==> src/hw/rtl/cqs_pkg.sv <==
// ----------------------------------------------------------------------------
// cqs_pkg
// Shared types for the circular queue with search: command and status codes,
// controller states and the command/status bundles between the two halves.
// ----------------------------------------------------------------------------
package cqs_pkg;

  typedef enum logic [1:0] {
    CMD_INSERT = 2'd0,
    CMD_DELETE = 2'd1,
    CMD_SEARCH = 2'd2
  } cqs_cmd_e;

  typedef enum logic [2:0] {
    ST_INSERTED = 3'd0,
    ST_FULL     = 3'd1,
    ST_DELETED  = 3'd2,
    ST_EMPTY    = 3'd3,
    ST_SEARCH   = 3'd4
  } cqs_status_e;

  typedef enum logic [2:0] {
    S_IDLE  = 3'd0,
    S_DEL   = 3'd1,
    S_SCAN  = 3'd2,
    S_DRAIN = 3'd3,
    S_FIN   = 3'd4
  } cqs_state_e;

  // controller -> datapath
  typedef struct packed {
    logic load;      // beat accepted this cycle
    logic del_done;  // head read data is ready, retire the delete
    logic scan_rd;   // read the next occupied entry
    logic fin;       // emit the closing search result
  } cqs_ctrl_t;

  // datapath -> controller
  typedef struct packed {
    logic empty;
    logic scan_last; // the current scan read is the final one
  } cqs_stat_t;

endpackage

==> src/hw/rtl/cqs_ctrl.sv <==
// ----------------------------------------------------------------------------
// cqs_ctrl
// Sequencer for the queue: decodes accepted beats, walks search scans.
// ----------------------------------------------------------------------------
module cqs_ctrl import cqs_pkg::*; (
  input  logic       clk_i,
  input  logic       rst_ni,
  input  logic       start_i,
  input  logic [1:0] command_i,
  input  cqs_stat_t  stat_i,
  output logic       busy_o,
  output cqs_ctrl_t  ctrl_o
);

  cqs_state_e state_q, state_d;

  always_ff @(posedge clk_i or negedge rst_ni) begin
    if (!rst_ni) begin
      state_q <= S_IDLE;
    end else begin
      state_q <= state_d;
    end
  end

  always_comb begin
    state_d = state_q;
    ctrl_o  = '0;
    busy_o  = 1'b1;
    case (state_q)
      S_IDLE: begin
        busy_o      = 1'b0;
        ctrl_o.load = start_i;
        if (start_i && !stat_i.empty) begin
          case (command_i)
            CMD_DELETE: state_d = S_DEL;
            CMD_SEARCH: state_d = S_SCAN;
            default:    state_d = S_IDLE;
          endcase
        end
      end
      S_DEL: begin
        ctrl_o.del_done = 1'b1;
        state_d         = S_IDLE;
      end
      S_SCAN: begin
        ctrl_o.scan_rd = 1'b1;
        if (stat_i.scan_last) state_d = S_DRAIN;
      end
      S_DRAIN: begin
        state_d = S_FIN;
      end
      S_FIN: begin
        ctrl_o.fin = 1'b1;
        state_d    = S_IDLE;
      end
      default: begin
        state_d = S_IDLE;
      end
    endcase
  end

  a_busy_off_idle: assert property (@(posedge clk_i) disable iff (!rst_ni)
    (state_q != S_IDLE) |-> busy_o)
    else $error("busy low outside idle");

  a_scan_to_drain: assert property (@(posedge clk_i) disable iff (!rst_ni)
    (state_q == S_SCAN && stat_i.scan_last) |=> (state_q == S_DRAIN))
    else $error("scan did not end after last read");

  a_fin_follows_drain: assert property (@(posedge clk_i) disable iff (!rst_ni)
    (state_q == S_DRAIN) |=> ctrl_o.fin)
    else $error("search not closed after drain");

endmodule

==> src/hw/rtl/cqs_dp.sv <==
// ----------------------------------------------------------------------------
// cqs_dp
// Queue datapath: storage memory, head/tail/count, scan pipeline, result regs.
// ----------------------------------------------------------------------------
module cqs_dp import cqs_pkg::*; #(
  parameter int DEPTH = 8,
  parameter int AW    = $clog2(DEPTH),
  parameter int CW    = $clog2(DEPTH + 1)
) (
  input  logic                clk_i,
  input  logic                rst_ni,
  input  cqs_ctrl_t           ctrl_i,
  input  logic [1:0]          command_i,
  input  logic signed [31:0]  value_i,
  output cqs_stat_t           stat_o,
  output logic                result_valid_o,
  output logic [2:0]          status_o,
  output logic                found_o,
  output logic signed [31:0]  data_o,
  output logic [CW-1:0]       slot_o,
  output logic                last_o
);

  localparam logic [AW-1:0] LastIdx = AW'(DEPTH - 1);
  localparam logic [CW-1:0] FullCnt = CW'(DEPTH);

  function automatic logic [AW-1:0] nxt(input logic [AW-1:0] i);
    nxt = (i == LastIdx) ? '0 : i + AW'(1);
  endfunction

  logic signed [31:0] mem [DEPTH];
  logic signed [31:0] rd_data_q;
  logic signed [31:0] value_q;

  logic [AW-1:0] head_q, head_d, tail_q, tail_d, ptr_q, ptr_d;
  logic [CW-1:0] count_q, count_d, rem_q, rem_d;
  logic [CW-1:0] rd_slot_q, pend_slot_q, pend_slot_d;
  logic          rd_vld_q, pend_q, pend_d;

  logic          res_valid_d, res_valid_q;
  logic [2:0]    status_d, status_q;
  logic          found_d, found_q, last_d, last_q;
  logic signed [31:0] data_d, data_q;
  logic [CW-1:0] slot_d, slot_q;

  logic          full, empty, wr_en, rd_en, match;
  logic [AW-1:0] rd_addr;

  assign full  = (count_q == FullCnt);
  assign empty = (count_q == '0);
  assign wr_en = ctrl_i.load && (command_i == CMD_INSERT) && !full;
  assign rd_en = ctrl_i.scan_rd || (ctrl_i.load && (command_i == CMD_DELETE));
  assign rd_addr = ctrl_i.scan_rd ? ptr_q : head_q;
  assign match = rd_vld_q && (rd_data_q == value_q);

  assign stat_o.empty     = empty;
  assign stat_o.scan_last = (rem_q == CW'(1));

  // storage, single write port and single registered read port
  always_ff @(posedge clk_i) begin
    if (wr_en) mem[tail_q] <= value_i;
    if (rd_en) rd_data_q <= mem[rd_addr];
  end

  always_ff @(posedge clk_i) begin
    if (ctrl_i.load) value_q <= value_i;
    if (ctrl_i.scan_rd) rd_slot_q <= CW'(ptr_q) + CW'(1);
    pend_slot_q <= pend_slot_d;
    status_q    <= status_d;
    found_q     <= found_d;
    data_q      <= data_d;
    slot_q      <= slot_d;
    last_q      <= last_d;
  end

  always_ff @(posedge clk_i or negedge rst_ni) begin
    if (!rst_ni) begin
      head_q      <= '0;
      tail_q      <= '0;
      count_q     <= '0;
      ptr_q       <= '0;
      rem_q       <= '0;
      rd_vld_q    <= 1'b0;
      pend_q      <= 1'b0;
      res_valid_q <= 1'b0;
    end else begin
      head_q      <= head_d;
      tail_q      <= tail_d;
      count_q     <= count_d;
      ptr_q       <= ptr_d;
      rem_q       <= rem_d;
      rd_vld_q    <= ctrl_i.scan_rd;
      pend_q      <= pend_d;
      res_valid_q <= res_valid_d;
    end
  end

  always_comb begin
    head_d      = head_q;
    tail_d      = tail_q;
    count_d     = count_q;
    ptr_d       = ptr_q;
    rem_d       = rem_q;
    pend_d      = pend_q;
    pend_slot_d = pend_slot_q;
    res_valid_d = 1'b0;
    status_d    = ST_INSERTED;
    found_d     = 1'b0;
    data_d      = '0;
    slot_d      = '0;
    last_d      = 1'b0;

    if (ctrl_i.load) begin
      case (command_i)
        CMD_INSERT: begin
          res_valid_d = 1'b1;
          last_d      = 1'b1;
          if (full) begin
            status_d = ST_FULL;
          end else begin
            status_d = ST_INSERTED;
            tail_d   = nxt(tail_q);
            count_d  = count_q + CW'(1);
          end
        end
        CMD_DELETE: begin
          if (empty) begin
            res_valid_d = 1'b1;
            status_d    = ST_EMPTY;
            last_d      = 1'b1;
          end
        end
        CMD_SEARCH: begin
          if (empty) begin
            res_valid_d = 1'b1;
            status_d    = ST_SEARCH;
            last_d      = 1'b1;
          end else begin
            ptr_d  = head_q;
            rem_d  = count_q;
            pend_d = 1'b0;
          end
        end
        default: ;
      endcase
    end

    if (ctrl_i.del_done) begin
      res_valid_d = 1'b1;
      status_d    = ST_DELETED;
      data_d      = rd_data_q;
      last_d      = 1'b1;
      count_d     = count_q - CW'(1);
      if (count_q == CW'(1)) begin
        head_d = '0;
        tail_d = '0;
      end else begin
        head_d = nxt(head_q);
      end
    end

    if (ctrl_i.scan_rd) begin
      ptr_d = nxt(ptr_q);
      rem_d = rem_q - CW'(1);
    end

    // a match is held back one hit so the final one can carry last
    if (match) begin
      if (pend_q) begin
        res_valid_d = 1'b1;
        status_d    = ST_SEARCH;
        found_d     = 1'b1;
        slot_d      = pend_slot_q;
      end
      pend_d      = 1'b1;
      pend_slot_d = rd_slot_q;
    end

    if (ctrl_i.fin) begin
      res_valid_d = 1'b1;
      status_d    = ST_SEARCH;
      found_d     = pend_q;
      slot_d      = pend_q ? pend_slot_q : '0;
      last_d      = 1'b1;
    end
  end

  assign result_valid_o = res_valid_q;
  assign status_o       = status_q;
  assign found_o        = found_q;
  assign data_o         = data_q;
  assign slot_o         = slot_q;
  assign last_o         = last_q;

  a_count_range: assert property (@(posedge clk_i) disable iff (!rst_ni)
    count_q <= FullCnt)
    else $error("occupancy above depth");

  a_empty_rewinds: assert property (@(posedge clk_i) disable iff (!rst_ni)
    (count_q == '0) |-> (head_q == '0 && tail_q == '0))
    else $error("empty queue with stray pointers");

  a_del_nonempty: assert property (@(posedge clk_i) disable iff (!rst_ni)
    ctrl_i.del_done |-> !empty)
    else $error("delete retired on empty queue");

  a_fin_no_compare: assert property (@(posedge clk_i) disable iff (!rst_ni)
    ctrl_i.fin |-> !rd_vld_q)
    else $error("search closed with a compare in flight");

endmodule

==> src/hw/rtl/circular_queue_with_search_core.sv <==
// ----------------------------------------------------------------------------
// circular_queue_with_search_core
// Fixed-depth ring buffer of signed 32-bit values with insert, delete-oldest
// and search in queue order (one result per match, last flag on the final).
// ----------------------------------------------------------------------------
// Insert, insert-when-full, delete-when-empty and search of an empty queue
//   give their result in the cycle after the accepting edge; busy stays low,
//   so such beats go back to back. Delete registers its result from S_DEL.
//   Search holds busy through S_SCAN, S_DRAIN and S_FIN; hits stream out
//   while scanning, the closing result is registered from S_FIN.
// Throughput is set by the single read port of the storage memory: one
//   entry read per cycle during a scan. The receiver cannot stall.
// Reset (rst_ni low, async) empties the queue: head, tail, count to zero.
//   Storage contents are not cleared; only occupied entries reach a result.
// ----------------------------------------------------------------------------
module circular_queue_with_search_core import cqs_pkg::*; #(
  parameter int DEPTH = 8
) (
  input  logic                              clk_i,
  input  logic                              rst_ni,
  // command side: a beat is taken when start is high and busy is low
  input  logic                              start_i,
  output logic                              busy_o,
  input  logic [1:0]                        command_i,
  input  logic signed [31:0]                value_i,
  // result side: one beat per cycle of result_valid_o, no backpressure
  output logic                              result_valid_o,
  output logic [2:0]                        status_o,
  output logic                              found_o,
  output logic signed [31:0]                data_o,
  output logic [$clog2(DEPTH + 1)-1:0]      slot_o,
  output logic                              last_o
);

  cqs_ctrl_t ctrl;
  cqs_stat_t stat;

  // sequencer: decides when the datapath loads, retires a delete, scans
  cqs_ctrl u_ctrl (
    .clk_i     (clk_i),
    .rst_ni    (rst_ni),
    .start_i   (start_i),
    .command_i (command_i),
    .stat_i    (stat),
    .busy_o    (busy_o),
    .ctrl_o    (ctrl)
  );

  // storage, pointers, scan compare and the result register
  cqs_dp #(
    .DEPTH (DEPTH)
  ) u_dp (
    .clk_i          (clk_i),
    .rst_ni         (rst_ni),
    .ctrl_i         (ctrl),
    .command_i      (command_i),
    .value_i        (value_i),
    .stat_o         (stat),
    .result_valid_o (result_valid_o),
    .status_o       (status_o),
    .found_o        (found_o),
    .data_o         (data_o),
    .slot_o         (slot_o),
    .last_o         (last_o)
  );

  // last only ever rides on a result beat
  a_last_marks_result: assert property (@(posedge clk_i) disable iff (!rst_ni)
    last_o |-> result_valid_o)
    else $error("last flag outside a result beat");

  a_busy_no_load: assert property (@(posedge clk_i) disable iff (!rst_ni)
    busy_o |-> !ctrl.load)
    else $error("beat loaded while busy");

  a_result_while_idle_closes: assert property (@(posedge clk_i) disable iff (!rst_ni)
    ctrl.fin |=> (result_valid_o && last_o))
    else $error("search finish produced no closing beat");

endmodule
==> config.mk <==
export PLATFORM = sky130hd
export DESIGN_NAME = circular_queue_with_search_core
export DESIGN_NICKNAME = d
export VERILOG_FILES = /design/src/hw/rtl/cqs_pkg.sv /design/src/hw/rtl/cqs_ctrl.sv /design/src/hw/rtl/cqs_dp.sv /design/src/hw/rtl/circular_queue_with_search_core.sv
export SDC_FILE = /design/constraint.sdc
export NUM_CORES = 1
export LEC_CHECK = 0
export ABC_AREA = 1
export BUFFER_PORTS_ARGS = -buffer_cell sky130_fd_sc_hd__buf_2
export CAP_MARGIN = 5
export CORE_AREA = 2 2 136 205
export CTS_BUF_LIST = sky130_fd_sc_hd__clkbuf_4
export CTS_CLUSTER_SIZE = 16
export DETAILED_ROUTE_END_ITERATION = 7
export DIE_AREA = 0 0 138 207
export HOLD_SLACK_MARGIN = 0.15
export PLACE_DENSITY = 0.77
export SLEW_MARGIN = 20
export SYNTH_ARGS = -nofsm -noshare
export SYNTH_HDL_FRONTEND = slang
export SYNTH_HIERARCHICAL = 1
export SYNTH_SLANG_ARGS = --single-unit
==> constraint.sdc <==
create_clock -name clk_i -period 6.28 [get_ports clk_i]
set_input_delay 0.314 -clock clk_i [delete_from_list [all_inputs] [get_ports clk_i]]
set_output_delay 0.314 -clock clk_i [all_outputs]
set_load 0.005 [all_outputs]
==> results.yml <==
sta:
  tns_ns: 0
  fin_crit_ns: 3.734
  relSlewSlack: 0.2721
  max_slew.worst_pin.slew_ns: 1.089
  post-route-period-util: 0.5946
  rsz0062_at_grt: "false"
  maxSlewViolCount: 0
  finalHoldViolations: 0
  max_freq_mhz: 267.8
  fin_ws_ns: 2.546
  setup_viol: 0
  timing.hold.ws_ns: 0.2070
  worst_clock_skew_ns: 0.04615
synthesis:
  synth_commonest_cells: "edfxtp_1 (328), nand2_1 (195), nor2_1 (187)"
  yosysSeqAreaShare: 0.7079
  syn_area_um2: 15890
  synth_ff_type: "edfxtp_1"
  ys_ff_latch: 392
  syn-num-nets: 1387
  netlist_instances: 1336
  synth_top_area_cell: "edfxtp_1"
  synth_top_area_share: 0.6200
  synth_cell_types: 41
  synth-edff-count: 328
  synthArstFlopShare: 0.05867
  syn_avg_cell_area_um2: 11.89
  synthMostInstantiatedCell: "edfxtp_1"
  ys_warn_count: 6
  synth_area_leaders: "edfxtp_1 (62%), dfxtp_1 (5.2%), nand2_1 (4.6%), nor2_1 (4.4%), dfrtp_1 (3.6%)"
clock_network:
  root_buffer: "clkbuf_4"
  postCtsSetupRepairBufs: 0
  cts_buffer_depth: 3
  post_cts_resized: 0
  cts_sinks: 392
  clock_latency_ns: 0.74
  h-tree-depth: 3
  clk_pin_slew_ns: 0.08
  cts_tree: "built"
  numCtsBuffers: 87
worst_setup_path:
  cp.required_ns: 6.83
  crit_path_start: "u_ctrl/state_q[0]$_DFFE_PN0P_"
  cp_cell_sequence: "inv_1, nand3_1, inv_2, inv_4, nand2_1, o21ai_4, buf_4, inv_4, buf_4, nor2_1, o22ai_2, inv_1, o21ai_1"
  critPathMaxStageDelay_ns: 0.78
  path_buf_inv: 7
  cp_slowest_cell: "buf_4"
  crit_path_max_fanout: 68
  criticalPathCategory: "flop to flop"
  startpoint_type: "flop"
  crit-reg2reg-launch: "u_ctrl/state_q[0]$_DFFE_PN0P_"
  crit_path_end_kind: "flop"
  crit_family: "buffers and inverters"
  reg2reg_slack_ns: 2.55
  arrival_ns: 4.29
layout:
  utilization: 0.6823
  area_growth_pct: 15.33
  finalNetCount: 1555
  stdcell_area_um2: 18320
  drive_gt1_frac: 0.1917
  layout.cells.non_filler: 1920
place:
  placed_area_um2: 16550
  port_buffers: 79
  place_congestion: 0.8072
  hpwl_um: 20100
  place_ws_ns: 2.441
  dp.cells: 1709
floorplanning:
  rows: 74
  design.die.area_um2: 28570
  initial_core_util: 0.5916
  io_pins: 80
  die_h_um: 207
  fp.dieW_um: 138
  core_um2: 26850
route:
  drt-pass1-iter-count: 6
  viasPerCell: 5.558
  finalWirelength_um: 34830
  routedWlPerCell_um: 18.14
  drt_iter0_markers: 797
  vias: 10672
  drcViolationCount: 0
  ant_nets: 0
global_route:
  grt_pass1_wl_um: 53860
  grt.overflow.total: 0
  grt_max_degree: 69
  grtUsageTotal: 0.2376
  grt_pass1_vias: 10644
  antenna_found_initial: 2
outcome:
  status: "completed"
min_path:
  min_path_type: "input pin to asynchronous set/reset pin"
pwr:
  power_density_nw_per_um2: 456.5
  finalPower_mw: 8.363
  ir_worst_vdd_v: 0.0002614
  leakagePower_nw: 7.306
flow_run:
  cap_violations: 0
-- final cells by class --
cell class / instances / area (µm²)
Antenna cell: 3 / 7.507
Clock buffer: 135 / 1013
Clock inverter: 25 / 150.1
Fill cell: 1889 / 8531
Inverter: 154 / 584.3
Multi-Input combinational cell: 735 / 3842
Sequential cell: 392 / 11250
Tap cell: 342 / 427.9
Timing Repair Buffer: 134 / 1049
-- final timing paths --
check / endpoint / depth (start not counted)
max: u_dp/rd_data_q[15]$_DFFE_PP_ / 13
max reg2reg: u_dp/rd_data_q[15]$_DFFE_PP_ / 13
min reg2reg: u_dp/pend_slot_q[3]$_DFFE_PP_ / 0
min: u_dp/head_q[1]$_DFFE_PN0P_ / 3
min in group clk_i: u_dp/mem[2][21]$_DFFE_PP_ / 2
max in group asynchronous: u_dp/ptr_q[0]$_DFFE_PN0P_ / 3
-- timing repair --
action,CTS,global route
endpoints found under the hold margin,315,0
endpoints found under the setup margin,0,0
hold buffers,40,0
-- power breakdown --
part / switching [mW] / internal, mW / leakage, nW / total [mW]
clock network: 0.935 / 1.06 / 0.701 / 2.00
logic: 1.87 / 0.928 / 3.01 / 2.80
registers: 0.262 / 3.31 / 3.60 / 3.57
-- kinds of logic after synthesis --
family | share of synthesized area
XOR/XNOR | 0.009373
buffers and inverters | 0.05639
flip-flops | 0.7079
adder cells (fa/ha/maj) | 0.01103
AO/OA/AOI/OAI | 0.1021
AND/OR/NAND/NOR | 0.1132
-- flip-flops by register name, summed over array words and instances, names as in the netlist, 3 cells and up --
register and cells:
u_dp/data_o 32, u_dp/count_q 4, u_ctrl/state_q 3, u_dp/rem_q 4
u_dp/status_o 3, u_dp/rd_slot_q 4, u_dp/pend_slot_q 4, u_dp/slot_o 4
u_dp/rd_data_q 32, u_dp/value_q 32, u_dp/head_q 3, u_dp/ptr_q 3
u_dp/tail_q 3, u_dp/mem 256
-- layout by cell type, fill, tap and decap left out, types with 39 or more instances in the layout --
| cell | n |
|---|---|
| o21ai_1 | 72 |
| nand2_1 | 195 |
| o21ai_0 | 78 |
| clkbuf_4 | 135 |
| buf_2 | 80 |
| o22ai_1 | 47 |
| inv_1 | 149 |
| dfxtp_1 | 41 |
| edfxtp_1 | 328 |
| dlygate4sd3_1 | 39 |
| nor2_1 | 178 |
-- per-layer routing --
metal,wire (µm),track usage,vias up
met5,0,0,-
met4,919,0.1098,0
met3,2442,0.04877,86
met2,18280,0.4194,475
met1,13180,0.2787,5097
li1,-,-,5014
-- tightest hold or removal path, delay by kind of cell --
family	cells	cell delay, ns
buf+inv	3	1.09
Note: power is estimated with default switching activity, not from simulation.
